--- src/design/pwa_pkg.sv ---
`default_nettype none
// ----------------------------------------------------------------------------
// PNG pixel write addresser package
// Shared types and constants: request/response payloads, register indexes,
// colour kinds and the queue entry passed between front and back ends.
// ----------------------------------------------------------------------------
package pwa_pkg;

   // Address and queue geometry
   localparam int ADDR_BITS   = 35;
   localparam int QUEUE_DEPTH = 4;
   localparam int QPTR_BITS   = 2;
   localparam int QCOUNT_BITS = 3;

   // Configuration register indexes
   localparam logic [2:0] CSR_IMAGE_WIDTH  = 3'd0;
   localparam logic [2:0] CSR_IMAGE_HEIGHT = 3'd1;
   localparam logic [2:0] CSR_SAMPLE_DEPTH = 3'd2;
   localparam logic [2:0] CSR_COLOUR_KIND  = 3'd3;
   localparam logic [2:0] CSR_MIRROR_X     = 3'd4;
   localparam logic [2:0] CSR_MIRROR_Y     = 3'd5;

   // PNG colour types
   localparam logic [2:0] KIND_GREY       = 3'd0;
   localparam logic [2:0] KIND_RGB        = 3'd2;
   localparam logic [2:0] KIND_PALETTE    = 3'd3;
   localparam logic [2:0] KIND_GREY_ALPHA = 3'd4;
   localparam logic [2:0] KIND_RGBA       = 3'd6;

   typedef struct packed {
      logic [15:0] pixel_x;
      logic [15:0] pixel_y;
      logic [63:0] pixel_value;
   } pwa_req_type;

   typedef struct packed {
      logic [ADDR_BITS-1:0] byte_address;
      logic [7:0]           write_byte;
      logic [7:0]           write_mask;
      logic                 fault;
      logic                 last_write;
   } pwa_rsp_type;

   typedef struct packed {
      logic [15:0] image_width;
      logic [15:0] image_height;
      logic [4:0]  sample_depth;
      logic [2:0]  colour_kind;
      logic        mirror_x;
      logic        mirror_y;
   } pwa_cfg_type;

   // One classified pixel: first address, data bytes, mask and byte count
   typedef struct packed {
      logic [ADDR_BITS-1:0] addr;
      logic [63:0]          value;
      logic [7:0]           mask;
      logic [3:0]           count;
      logic                 fault;
   } pwa_entry_type;

endpackage
`default_nettype wire

--- src/design/png_pixel_write_addresser_core.sv ---
`default_nettype none
// ----------------------------------------------------------------------------
// PNG pixel write addresser core
// Turns pixel coordinates and colours into masked byte writes into a PNG
// raw buffer with one filter byte per scanline.
// ----------------------------------------------------------------------------
// A pixel is taken on start while busy is low, and up to one pixel per cycle
// is taken. Its first write passes through the stage-one register, the queue
// and the output register to rsp_strobe; the receiver cannot stall it.
// Sub-byte depths and errors give one write per pixel; 8 and 16 bit depths
// give bytes-per-pixel writes on consecutive cycles, so output bandwidth (one
// byte per cycle) sets the sustained pixel rate. busy rises while four pixels
// are in flight between the address stage, the queue and the output sequencer.
// The registers take effect for the next pixel; the user must write them only
// while idle, and the block itself does not enforce this.
// ----------------------------------------------------------------------------
module png_pixel_write_addresser_core
   import pwa_pkg::*;
#(
   parameter int DIM_BITS        = 16,
   parameter int MAX_PIXEL_BYTES = 8
) (
   input  wire logic          clock,
   input  wire logic          reset,
   input  wire logic          start,
   output logic               busy,
   input  wire pwa_req_type   req_data,
   output logic               rsp_strobe,
   output pwa_rsp_type        rsp_data,
   input  wire logic          csr_valid,
   output logic               csr_ready,
   input  wire logic [2:0]    csr_index,
   input  wire logic [15:0]   csr_data
);

   pwa_cfg_type            cfg_ff, cfg_in;
   logic [QCOUNT_BITS-1:0] credit_ff, credit_in;
   logic                   accept, csr_write;
   logic                   q_push, q_pop, q_empty;
   pwa_entry_type          q_wdata, q_head;

   // Register writes
   assign csr_ready = 1'b1;
   assign csr_write = csr_valid && csr_ready;

   always_comb begin
      cfg_in = cfg_ff;
      if (csr_write) begin
         unique case (csr_index)
            CSR_IMAGE_WIDTH:  cfg_in.image_width  = csr_data;
            CSR_IMAGE_HEIGHT: cfg_in.image_height = csr_data;
            CSR_SAMPLE_DEPTH: cfg_in.sample_depth = csr_data[4:0];
            CSR_COLOUR_KIND:  cfg_in.colour_kind  = csr_data[2:0];
            CSR_MIRROR_X:     cfg_in.mirror_x     = csr_data[0];
            CSR_MIRROR_Y:     cfg_in.mirror_y     = csr_data[0];
            default:          cfg_in = cfg_ff;
         endcase
      end
   end

   always_ff @(posedge clock) begin
      if (reset) begin
         cfg_ff.image_width  <= 16'd1;
         cfg_ff.image_height <= 16'd1;
         cfg_ff.sample_depth <= 5'd8;
         cfg_ff.colour_kind  <= KIND_GREY;
         cfg_ff.mirror_x     <= 1'b0;
         cfg_ff.mirror_y     <= 1'b1;
      end else begin
         cfg_ff <= cfg_in;
      end
   end

   // Track pixels in flight; hold off start when the queue could overflow
   assign accept    = start && !busy;
   assign busy      = (credit_ff == QCOUNT_BITS'(QUEUE_DEPTH));
   assign credit_in = credit_ff + QCOUNT_BITS'(accept) - QCOUNT_BITS'(q_pop);

   always_ff @(posedge clock) begin
      if (reset) begin
         credit_ff <= '0;
      end else begin
         credit_ff <= credit_in;
      end
   end

   pwa_front #(
      .DIM_BITS        (DIM_BITS),
      .MAX_PIXEL_BYTES (MAX_PIXEL_BYTES)
   ) u_front (
      .clock     (clock),
      .reset     (reset),
      .accept    (accept),
      .req_data  (req_data),
      .cfg       (cfg_ff),
      .out_valid (q_push),
      .out_entry (q_wdata)
   );

   pwa_queue u_queue (
      .clock (clock),
      .reset (reset),
      .push  (q_push),
      .wdata (q_wdata),
      .pop   (q_pop),
      .rdata (q_head),
      .empty (q_empty)
   );

   pwa_back u_back (
      .clock      (clock),
      .reset      (reset),
      .empty      (q_empty),
      .head       (q_head),
      .pop        (q_pop),
      .rsp_strobe (rsp_strobe),
      .rsp_data   (rsp_data)
   );

endmodule
`default_nettype wire

--- src/design/pwa_front.sv ---
`default_nettype none
// ----------------------------------------------------------------------------
// PNG pixel write addresser front end
// Classifies each accepted pixel (range, format, depth), mirrors the
// coordinate, forms the row stride and column offset, then multiplies out
// the first byte address for the queue.
// ----------------------------------------------------------------------------
module pwa_front
   import pwa_pkg::*;
#(
   parameter int DIM_BITS        = 16,
   parameter int MAX_PIXEL_BYTES = 8
) (
   input  wire logic          clock,
   input  wire logic          reset,
   input  wire logic          accept,
   input  wire pwa_req_type   req_data,
   input  wire pwa_cfg_type   cfg,
   output logic               out_valid,
   output pwa_entry_type      out_entry
);

   localparam logic [15:0] DIM_MASK =
      (DIM_BITS >= 16) ? 16'hffff : 16'((32'd1 << DIM_BITS) - 32'd1);

   // Stage one result
   typedef struct packed {
      logic [19:0] stride;
      logic [15:0] row;
      logic [19:0] xoff;
      logic [63:0] value;
      logic [7:0]  mask;
      logic [3:0]  count;
      logic        fault;
   } pwa_stage_type;

   logic          s1_valid_ff, s1_valid_in;
   pwa_stage_type s1_ff, s1_in;

   logic [15:0] w, h, x, y, xm, ym;
   logic        low_depth, byte_depth, wide_depth;
   logic [2:0]  samples;
   logic [3:0]  bpp;
   logic        bad;
   logic [1:0]  lg;
   logic [2:0]  per_m1, xmod, sh;
   logic [7:0]  bits;
   logic [16:0] lo_stride;
   logic [15:0] lo_xoff;
   logic [19:0] wd_prod, wd_xoff;
   logic [35:0] prod, addr_sum;

   // Mask dimensions and coordinates
   assign w = cfg.image_width & DIM_MASK;
   assign h = cfg.image_height & DIM_MASK;
   assign x = req_data.pixel_x & DIM_MASK;
   assign y = req_data.pixel_y & DIM_MASK;

   // Classify depth and colour kind
   assign low_depth  = (cfg.sample_depth == 5'd1) || (cfg.sample_depth == 5'd2) ||
                       (cfg.sample_depth == 5'd4);
   assign byte_depth = (cfg.sample_depth == 5'd8);
   assign wide_depth = (cfg.sample_depth == 5'd16);

   always_comb begin
      unique case (cfg.colour_kind)
         KIND_GREY:       samples = (low_depth || byte_depth || wide_depth) ? 3'd1 : 3'd0;
         KIND_RGB:        samples = (byte_depth || wide_depth) ? 3'd3 : 3'd0;
         KIND_PALETTE:    samples = (low_depth || byte_depth) ? 3'd1 : 3'd0;
         KIND_GREY_ALPHA: samples = (byte_depth || wide_depth) ? 3'd2 : 3'd0;
         KIND_RGBA:       samples = (byte_depth || wide_depth) ? 3'd4 : 3'd0;
         default:         samples = 3'd0;
      endcase
   end

   assign bpp = wide_depth ? {samples, 1'b0} : {1'b0, samples};
   assign bad = (x >= w) || (y >= h) || (samples == 3'd0) ||
                (!low_depth && (bpp > 4'(MAX_PIXEL_BYTES)));

   // Mirror the coordinate
   assign xm = cfg.mirror_x ? (w - x - 16'd1) : x;
   assign ym = cfg.mirror_y ? (h - y - 16'd1) : y;

   // Sub-byte packing: pixels per byte, bit position and field mask
   assign xmod = xm[2:0] & per_m1;
   always_comb begin
      unique case (cfg.sample_depth)
         5'd1: begin
            lg = 2'd3; per_m1 = 3'd7; bits = 8'h01;
            sh = 3'd7 - xmod;
         end
         5'd2: begin
            lg = 2'd2; per_m1 = 3'd3; bits = 8'h03;
            sh = 3'((3'd3 - xmod) << 1);
         end
         5'd4: begin
            lg = 2'd1; per_m1 = 3'd1; bits = 8'h0f;
            sh = 3'((3'd1 - xmod) << 2);
         end
         default: begin
            lg = 2'd0; per_m1 = 3'd0; bits = 8'h00;
            sh = 3'd0;
         end
      endcase
   end

   assign lo_stride = 17'(({1'b0, w} + {14'd0, per_m1}) >> lg) + 17'd1;
   assign lo_xoff   = xm >> lg;

   // Byte-aligned pixels: stride and column offset scale by bytes per pixel
   assign wd_prod = {4'd0, w} * {16'd0, bpp};
   assign wd_xoff = {4'd0, xm} * {16'd0, bpp};

   always_comb begin
      s1_valid_in  = accept;
      s1_in.row    = ym;
      priority if (bad) begin
         s1_in.stride = '0;
         s1_in.xoff   = '0;
         s1_in.value  = '0;
         s1_in.mask   = '0;
         s1_in.count  = 4'd1;
         s1_in.fault  = 1'b1;
      end else if (low_depth) begin
         s1_in.stride = {3'd0, lo_stride};
         s1_in.xoff   = {4'd0, lo_xoff};
         s1_in.value  = {56'd0, 8'((req_data.pixel_value[7:0] & bits) << sh)};
         s1_in.mask   = 8'(bits << sh);
         s1_in.count  = 4'd1;
         s1_in.fault  = 1'b0;
      end else begin
         s1_in.stride = wd_prod + 20'd1;
         s1_in.xoff   = wd_xoff;
         s1_in.value  = req_data.pixel_value;
         s1_in.mask   = 8'hff;
         s1_in.count  = bpp;
         s1_in.fault  = 1'b0;
      end
   end

   // Hold classified pixel for the address multiply
   always_ff @(posedge clock) begin
      if (reset) begin
         s1_valid_ff <= 1'b0;
      end else begin
         s1_valid_ff <= s1_valid_in;
      end
   end

   always_ff @(posedge clock) begin
      s1_ff <= s1_in;
   end

   // Row index times stride plus column offset plus filter byte
   assign prod     = {16'd0, s1_ff.stride} * {20'd0, s1_ff.row};
   assign addr_sum = prod + {16'd0, s1_ff.xoff} + 36'd1;

   assign out_valid       = s1_valid_ff;
   assign out_entry.addr  = s1_ff.fault ? '0 : addr_sum[ADDR_BITS-1:0];
   assign out_entry.value = s1_ff.value;
   assign out_entry.mask  = s1_ff.mask;
   assign out_entry.count = s1_ff.count;
   assign out_entry.fault = s1_ff.fault;

endmodule
`default_nettype wire

--- src/design/pwa_queue.sv ---
`default_nettype none
// ----------------------------------------------------------------------------
// PNG pixel write addresser queue
// Short FIFO of classified pixels between the front and back ends.
// ----------------------------------------------------------------------------
module pwa_queue
   import pwa_pkg::*;
(
   input  wire logic          clock,
   input  wire logic          reset,
   input  wire logic          push,
   input  wire pwa_entry_type wdata,
   input  wire logic          pop,
   output pwa_entry_type      rdata,
   output logic               empty
);

   pwa_entry_type              entry_ff [QUEUE_DEPTH];
   logic [QPTR_BITS-1:0]       wr_ptr_ff, wr_ptr_in;
   logic [QPTR_BITS-1:0]       rd_ptr_ff, rd_ptr_in;
   logic [QCOUNT_BITS-1:0]     count_ff, count_in;

   // Advance pointers and occupancy
   always_comb begin
      wr_ptr_in = push ? wr_ptr_ff + 1'b1 : wr_ptr_ff;
      rd_ptr_in = pop  ? rd_ptr_ff + 1'b1 : rd_ptr_ff;
      count_in  = count_ff + QCOUNT_BITS'(push) - QCOUNT_BITS'(pop);
   end

   always_ff @(posedge clock) begin
      if (reset) begin
         wr_ptr_ff <= '0;
         rd_ptr_ff <= '0;
         count_ff  <= '0;
      end else begin
         wr_ptr_ff <= wr_ptr_in;
         rd_ptr_ff <= rd_ptr_in;
         count_ff  <= count_in;
      end
   end

   // Store pushed entry
   always_ff @(posedge clock) begin
      if (push) begin
         entry_ff[wr_ptr_ff] <= wdata;
      end
   end

   assign rdata = entry_ff[rd_ptr_ff];
   assign empty = (count_ff == '0);

endmodule
`default_nettype wire

--- src/design/pwa_back.sv ---
`default_nettype none
// ----------------------------------------------------------------------------
// PNG pixel write addresser back end
// Walks the head pixel byte by byte, most significant byte first, and
// registers one write per cycle onto the result port while the queue has data.
// ----------------------------------------------------------------------------
module pwa_back
   import pwa_pkg::*;
(
   input  wire logic          clock,
   input  wire logic          reset,
   input  wire logic          empty,
   input  wire pwa_entry_type head,
   output logic               pop,
   output logic               rsp_strobe,
   output pwa_rsp_type        rsp_data
);

   logic [2:0]  idx_ff, idx_in;
   logic        strobe_ff, strobe_in;
   pwa_rsp_type rsp_ff, rsp_in;
   logic        last;
   logic [2:0]  sel;

   // Pick the byte for this step
   assign last = ({1'b0, idx_ff} == (head.count - 4'd1));
   assign sel  = 3'(head.count - 4'd1 - {1'b0, idx_ff});
   assign pop  = !empty && last;

   always_comb begin
      strobe_in           = !empty;
      idx_in              = empty ? idx_ff : (last ? 3'd0 : idx_ff + 3'd1);
      rsp_in.byte_address = head.addr + {{(ADDR_BITS-3){1'b0}}, idx_ff};
      rsp_in.write_byte   = head.value[{sel, 3'b000} +: 8];
      rsp_in.write_mask   = head.mask;
      rsp_in.fault        = head.fault;
      rsp_in.last_write   = last;
   end

   always_ff @(posedge clock) begin
      if (reset) begin
         idx_ff    <= '0;
         strobe_ff <= 1'b0;
      end else begin
         idx_ff    <= idx_in;
         strobe_ff <= strobe_in;
      end
   end

   always_ff @(posedge clock) begin
      rsp_ff <= rsp_in;
   end

   assign rsp_strobe = strobe_ff;
   assign rsp_data   = rsp_ff;

endmodule
`default_nettype wire
--- config.mk ---
export PLATFORM = sky130hd
export DESIGN_NAME = png_pixel_write_addresser_core
export DESIGN_NICKNAME = d
export VERILOG_FILES = /design/src/design/pwa_pkg.sv /design/src/design/png_pixel_write_addresser_core.sv /design/src/design/pwa_front.sv /design/src/design/pwa_queue.sv /design/src/design/pwa_back.sv
export SDC_FILE = /design/constraint.sdc
export NUM_CORES = 2
export LEC_CHECK = 0
export BUFFER_PORTS_ARGS = -buffer_cell sky130_fd_sc_hd__buf_2
export CAP_MARGIN = 25
export CORE_MARGIN = 3
export CORE_UTILIZATION = 51
export CTS_CLUSTER_SIZE = 8
export DETAILED_ROUTE_END_ITERATION = 8
export GPL_TIMING_DRIVEN = 0
export PLACE_DENSITY = 0.8
export SYNTH_ARGS = -nofsm -noshare
export SYNTH_HDL_FRONTEND = slang
export SYNTH_SLANG_ARGS = --single-unit
--- constraint.sdc ---
create_clock -name clock -period 8.1 [get_ports clock]
set_input_delay 0.81 -clock clock [delete_from_list [all_inputs] [get_ports clock]]
set_output_delay 0.81 -clock clock [all_outputs]
set_load 0.01 [all_outputs]
* Yosys cells after proc, flatten, opt, wreduce, memory -nomap -nowiden
Memory sizes are Yosys's and may differ from the RTL's. A register that Yosys moved wholly into a read port is not among the register bits. Index checks and enable logic that the tools add are counted.
Storage, ports and cells: register bits after elaboration 243, bits in latches 0, bits in writable memories 448, ROM bits 0, bits of input ports 119, output and inout bits 56, word-level logic and storage cells 126, memories 1
Memory list:
- u_queue.entry_ff | words 4, bits a word 112, rd ports 1, clocked after Yosys merged registers in 1, wr ports 1, line pwa_queue.sv:18 | pwa_entry_type entry_ff [QUEUE_DEPTH];
Cells by class: $add $sub $neg 22, multiply operators 3, divide/modulo/power cells 0, magnitude comparators 3, eq/ne operators 16, shift operators 5, mux-type cells 21, bitwise gates (word level) 2, reductions and logical operators 25
Operators by type and width (count):
- 93-bit 2-to-1 mux | 1
- 64-bit by 7-bit variable part select with 8-bit output | 1
- 16-bit by 4-bit multiplier with 20-bit output | 2
- 35-bit by 1-bit adder with 35-bit output (second input constant) | 1
- 35-bit by 20-bit adder with 35-bit output | 1
- 35-bit by 3-bit adder with 35-bit output | 1
- 20-bit by 16-bit multiplier with 35-bit output | 1
- 35-bit 2-to-1 mux | 1
- 16-bit greater-or-equal comparator | 2
- 16-bit 2-to-1 mux | 2
- 16-bit by 1-bit subtractor with 16-bit output (second input constant) | 2
- 16-bit subtractor | 2
- 20-bit by 1-bit adder with 20-bit output (second input constant) | 1
- 3-bit case mux with 3 select lines | 2
- 16-bit by 3-bit adder with 17-bit output | 1
- 17-bit by 1-bit adder with 17-bit output (second input constant) | 1
- 17-bit 2-to-1 mux | 1
- 17-bit by 2-bit right shift with 17-bit output | 1
- 16-bit by 2-bit right shift with 16-bit output | 1
- 3-bit == test (second input constant) | 5
- 3-bit case mux with 5 select lines | 1
- 3-bit by 2-bit == test with 1-bit output (second input constant) | 4
- 3-bit logical NOT | 4
- 4-bit case mux with 3 select lines | 1
- 31 further kinds | 57

* Depth between registers and ports, before layout
depth after elaboration 12, gate-level depth with buffers 24, mapped depth without buffers 24

* Modules after synthesis
Synthesis repeated with hierarchy kept, for this count alone.
Second synthesis, totals: cells, all modules 3954, area total of the unflattened synthesis 45094.5 um2
Modules (own cells, without submodules):
- pwa_front | instances 1, cells an instance 2914, area each 23730.3 um2, sequential area each 2682.6 um2
- pwa_queue | instances 1, cells an instance 626, area each 16678.5 um2, sequential area each 13633.1 um2
- pwa_back | instances 1, cells an instance 230, area each 2691.3 um2, sequential area each 1141.1 um2
- png_pixel_write_addresser_core | instances 1, cells an instance 184, area each 1994.4 um2, sequential area each 900.9 um2

* Worst setup path before layout
OpenSTA, ideal clock, no wires.
path type reg-to-reg, from register u_front.s1_ff[121] (netlist name), to memory u_queue.entry_ff[0][109] (netlist name), data pin, setup time 0.266 ns, arrival 6.224 ns, required time 7.834 ns, setup slack 1.609 ns, stages on the path, launching flop included 22, path buffers 1, clock period less this slack 6.491 ns, cells stage by stage dfxtp_1 > clkbuf_1 > nand2_1 > fa_1 > fa_1 > fa_1 > fa_1 > inv_1 > fa_1 > inv_1 > fa_1 > inv_1 > ha_1 > a21o_1 > a21oi_1 > o21ai_0 > a41o_1 > a22o_1 > a2111oi_0 > nor3_1 > a221oi_1 > mux2_2
RTL lines:
- start: declaration | line pwa_front.sv:38 | pwa_stage_type s1_ff, s1_in;
- start signal: assignment | line pwa_front.sv:151 | s1_ff <= s1_in;
- end: declaration | line pwa_queue.sv:18

==> impl_metrics.ini <==
[clocking]
htree_levels = 3
numCtsBuffers = 97
cts_hold_buf = 0
insertion_delay_ps = 680
cts_root_buf = clkbuf_16
clock-sinks = 693
clk_pin_slew_ps = 50
cts_buffer_depth = 3
tritoncts = done

[synth]
synth_top_area_cell = edfxtp_1
ys.flop_type = edfxtp_1
yosys_register_bits = 693
synth_top_family_by_area = adder cells
synthAdderAreaFrac = 0.2174
syn-num-nets = 4667
synthMuxAreaShare = 0.07408
syn_area_per_cell_um2 = 11.13
synthXorXnorAreaFrac = 0.02733
ys_types = 97
synth_edf_count = 448
syn-cell-area_um2 = 44270
synth-seq-area-share = 0.4147
yosys-top-cells-area = edfxtp_1, fa_1, dfxtp_1, ha_1, mux4_2
ys_async_sr_fraction = 0
ys_warn_count = 0
netlist.area_leader.share = 0.3039
syn_inst = 3978
synth_compound_area_frac = 0.07351
synthSimpleGateAreaFrac = 0.1295

[place]
place.gp.congestion = 0.9866
place_area_um2 = 46850
port_buffers = 172
dpl.cell_count = 5309
detailed_place_hpwl_mm = 90.00

[min_path]
min_to = u_front.out_entry[23]$_SDFF_PP0_
hold_depth = 2
hold_path_class = input pin to register
hold_start = req_data[10]

[floorplanning]
die_w_um = 300.6
floorplan.io_pins = 175
rows = 107
die_area_um2 = 90370
start_util = 0.5167
fp.dieH_um = 300.6
coreArea_um2 = 85680

[routing]
drt-initial-drc-count = 3184
vias = 31660
final_antenna_net_count = 0
viasPerCell = 5.764
firstDrtPassIters = 6
drt-wirelength-per-cell_um = 22.52
drc = 0
routed_wl_mm = 123.7

[grt]
grt-ovfl-total = 0
grt_usage = 0.2772
grt_max_degree = 61
grt_pass1_wl_mm = 191.6
antenna_found_initial = 2
grt_pass1_vias = 32870

[status]
status = completed

[cells_and_area]
layout_commonest_cell = inv_1
final_cells = 5492
drive_gt1_frac = 0.1169
final_cell_mix = inv_1, edfxtp_1, nand2_1, fa_1, nor2_1
design_area_um2 = 49780
final_nets = 4955
syn_to_final_growth_pct = 12.44

[sta]
tightest_slew_ps = 1230
clock_skew_ps = 77.73
finalSetupViolCount = 0
tns_ps = 0
rsz0062_at_grt = false
slew_violations = 0
hold_viol = 0
max_freq_mhz = 133.1
hold_ws_ps = 330.8
relSlewSlack = 0.1797
fin_crit_sh = 0.9278
finalCriticalPeriod_ps = 7515

[worst_setup_path]
crit_required_ps = 8430
r2r_cells = 20
worstPathArrival_ps = 7850
path_max_fanout = 10
reg2reg_setup_slack_ps = 590
r2r_start = u_front.s1_ff[126]$_SDFF_PP0_
cp-start-kind = register
setup.worst_path.class = register to register
max_stage_delay_ps = 640
startpoint = u_front.s1_ff[126]$_SDFF_PP0_
worst_path_most_repeated_cell = fa_1
rr_endpoint = u_queue.entry_ff[1][104]$_DFFE_PP_
end_kind = register
worstPathCellList = clkbuf_1 -> nand2_1 -> fa_1 -> fa_1 -> fa_1 -> inv_1 -> fa_1 -> fa_1 -> inv_1 -> fa_1 -> inv_1 -> ha_1 -> o21a_1 -> o21ai_0 -> a21boi_0 -> o211ai_1 -> o21ai_0 -> a21o_1 -> a211oi_1 -> a2111oi_1
critPathSlowestCell = o21ai_0

[run]
maxCapViolations = 0

[pwr]
peakVddDrop_mv = 0.2185
p_leak_nw = 20.60
powerDensity_nw_per_um2 = 194.2
power_mw = 9.666
flip-flops by register name (all words and copies together) (netlist names), named ones only:
signal             flops
cfg_ff                42
u_front.out_entry     77
credit_ff              3
u_front.s1_ff         56
u_queue.count_ff       3
u_queue.wr_ptr_ff      2
u_queue.rd_ptr_ff      2
u_back.rsp_strobe      1
u_queue.entry_ff     448
u_back.rsp_data       53
u_back.idx_ff          3
u_front.out_valid      1
final cells by class:
cell class | count | area, µm²
Buffer | 173 | 734.5
Timing Repair Buffer | 189 | 1146
Clock inverter | 9 | 201.4
Multi-Input combinational cell | 2560 | 23130
Clock buffer | 168 | 2694
Antenna cell | 4 | 10.01
Tap cell | 1144 | 1431
Inverter | 552 | 2072
Fill cell | 6789 | 35910
Sequential cell | 693 | 18360
per-stage QoR:
| stage | util | setup WS [ps] |
|---|---|---|
| after floorplan | - | 1609 |
| after global placement | 0.5434 | 657.9 |
| after detailed placement | 0.5467 | 485.6 |
| after CTS | 0.5805 | 498.4 |
| after global routing | 0.5809 | 130.5 |
| final | 0.5809 | 585.1 |
logic make-up after synthesis:
family                     after synthesis
and+or+nand+nor                       1197
buffers and inverters                  725
DFF                                    693
adders and majority gates              570
AOI/OAI and AO/OA                      494
muxes                                  165
xor gates and xnor gates               133
other                                    1
power breakdown:
group          internal (mW)  switching [mW]
Clock                   2.26            1.56
Sequential              3.97           0.113
Combinational          0.743            1.02
Total                   6.97            2.70
synthesized netlist by cell type (all sizes together), types with 18 or more instances:
library cell / count
inv: 546
edfxtp: 448
nand2: 443
fa: 332
nor2: 256
dfxtp: 245
ha: 238
and2: 218
a21oi: 149
clkbuf: 135
mux4: 128
xnor2: 89
o21ai: 88
nor3: 71
nand3: 55
a21o: 50
xor2: 44
buf: 38
a211oi: 33
a31oi: 28
nand2b: 25
nand4: 24
mux2i: 22
or3: 21
and3: 19
nor2b: 18
layer usage:
layer | GRT usage | wire length [µm] | share of wire
met5 | 0 | 0 | 0
met4 | 0.1228 | 5829 | 0.047
met3 | 0.04348 | 10140 | 0.082
met2 | 0.4741 | 60620 | 0.49
met1 | 0.3495 | 47110 | 0.38
what timing repair did:
item,in CTS,in global routing
buffers inserted,0,0
resized for setup,0,1
endpoints found under the setup margin,0,4
critical path: cells and delay by family, from the launching register on:
kind	cells	cell delay (ps)
fa+ha+maj	7	3580
compound gates	8	2200
buf+inv	4	730
flops	1	540
simple gates	1	170
how the worst max path moves through the flow:
stage,endpoint,cells past startpoint
final,u_queue.entry_ff[1][104]$_DFFE_PP_,20
after detailed placement,u_queue.entry_ff[1][104]$_DFFE_PP_,20
after global routing,u_queue.entry_ff[2][104]$_DFFE_PP_,20
after floorplan,u_queue.entry_ff[0][109]$_DFFE_PP_,21
after global placement,u_queue.entry_ff[0][104]$_DFFE_PP_,20
after CTS,u_queue.entry_ff[1][104]$_DFFE_PP_,20
Note: power is estimated with default switching activity, not from simulation.
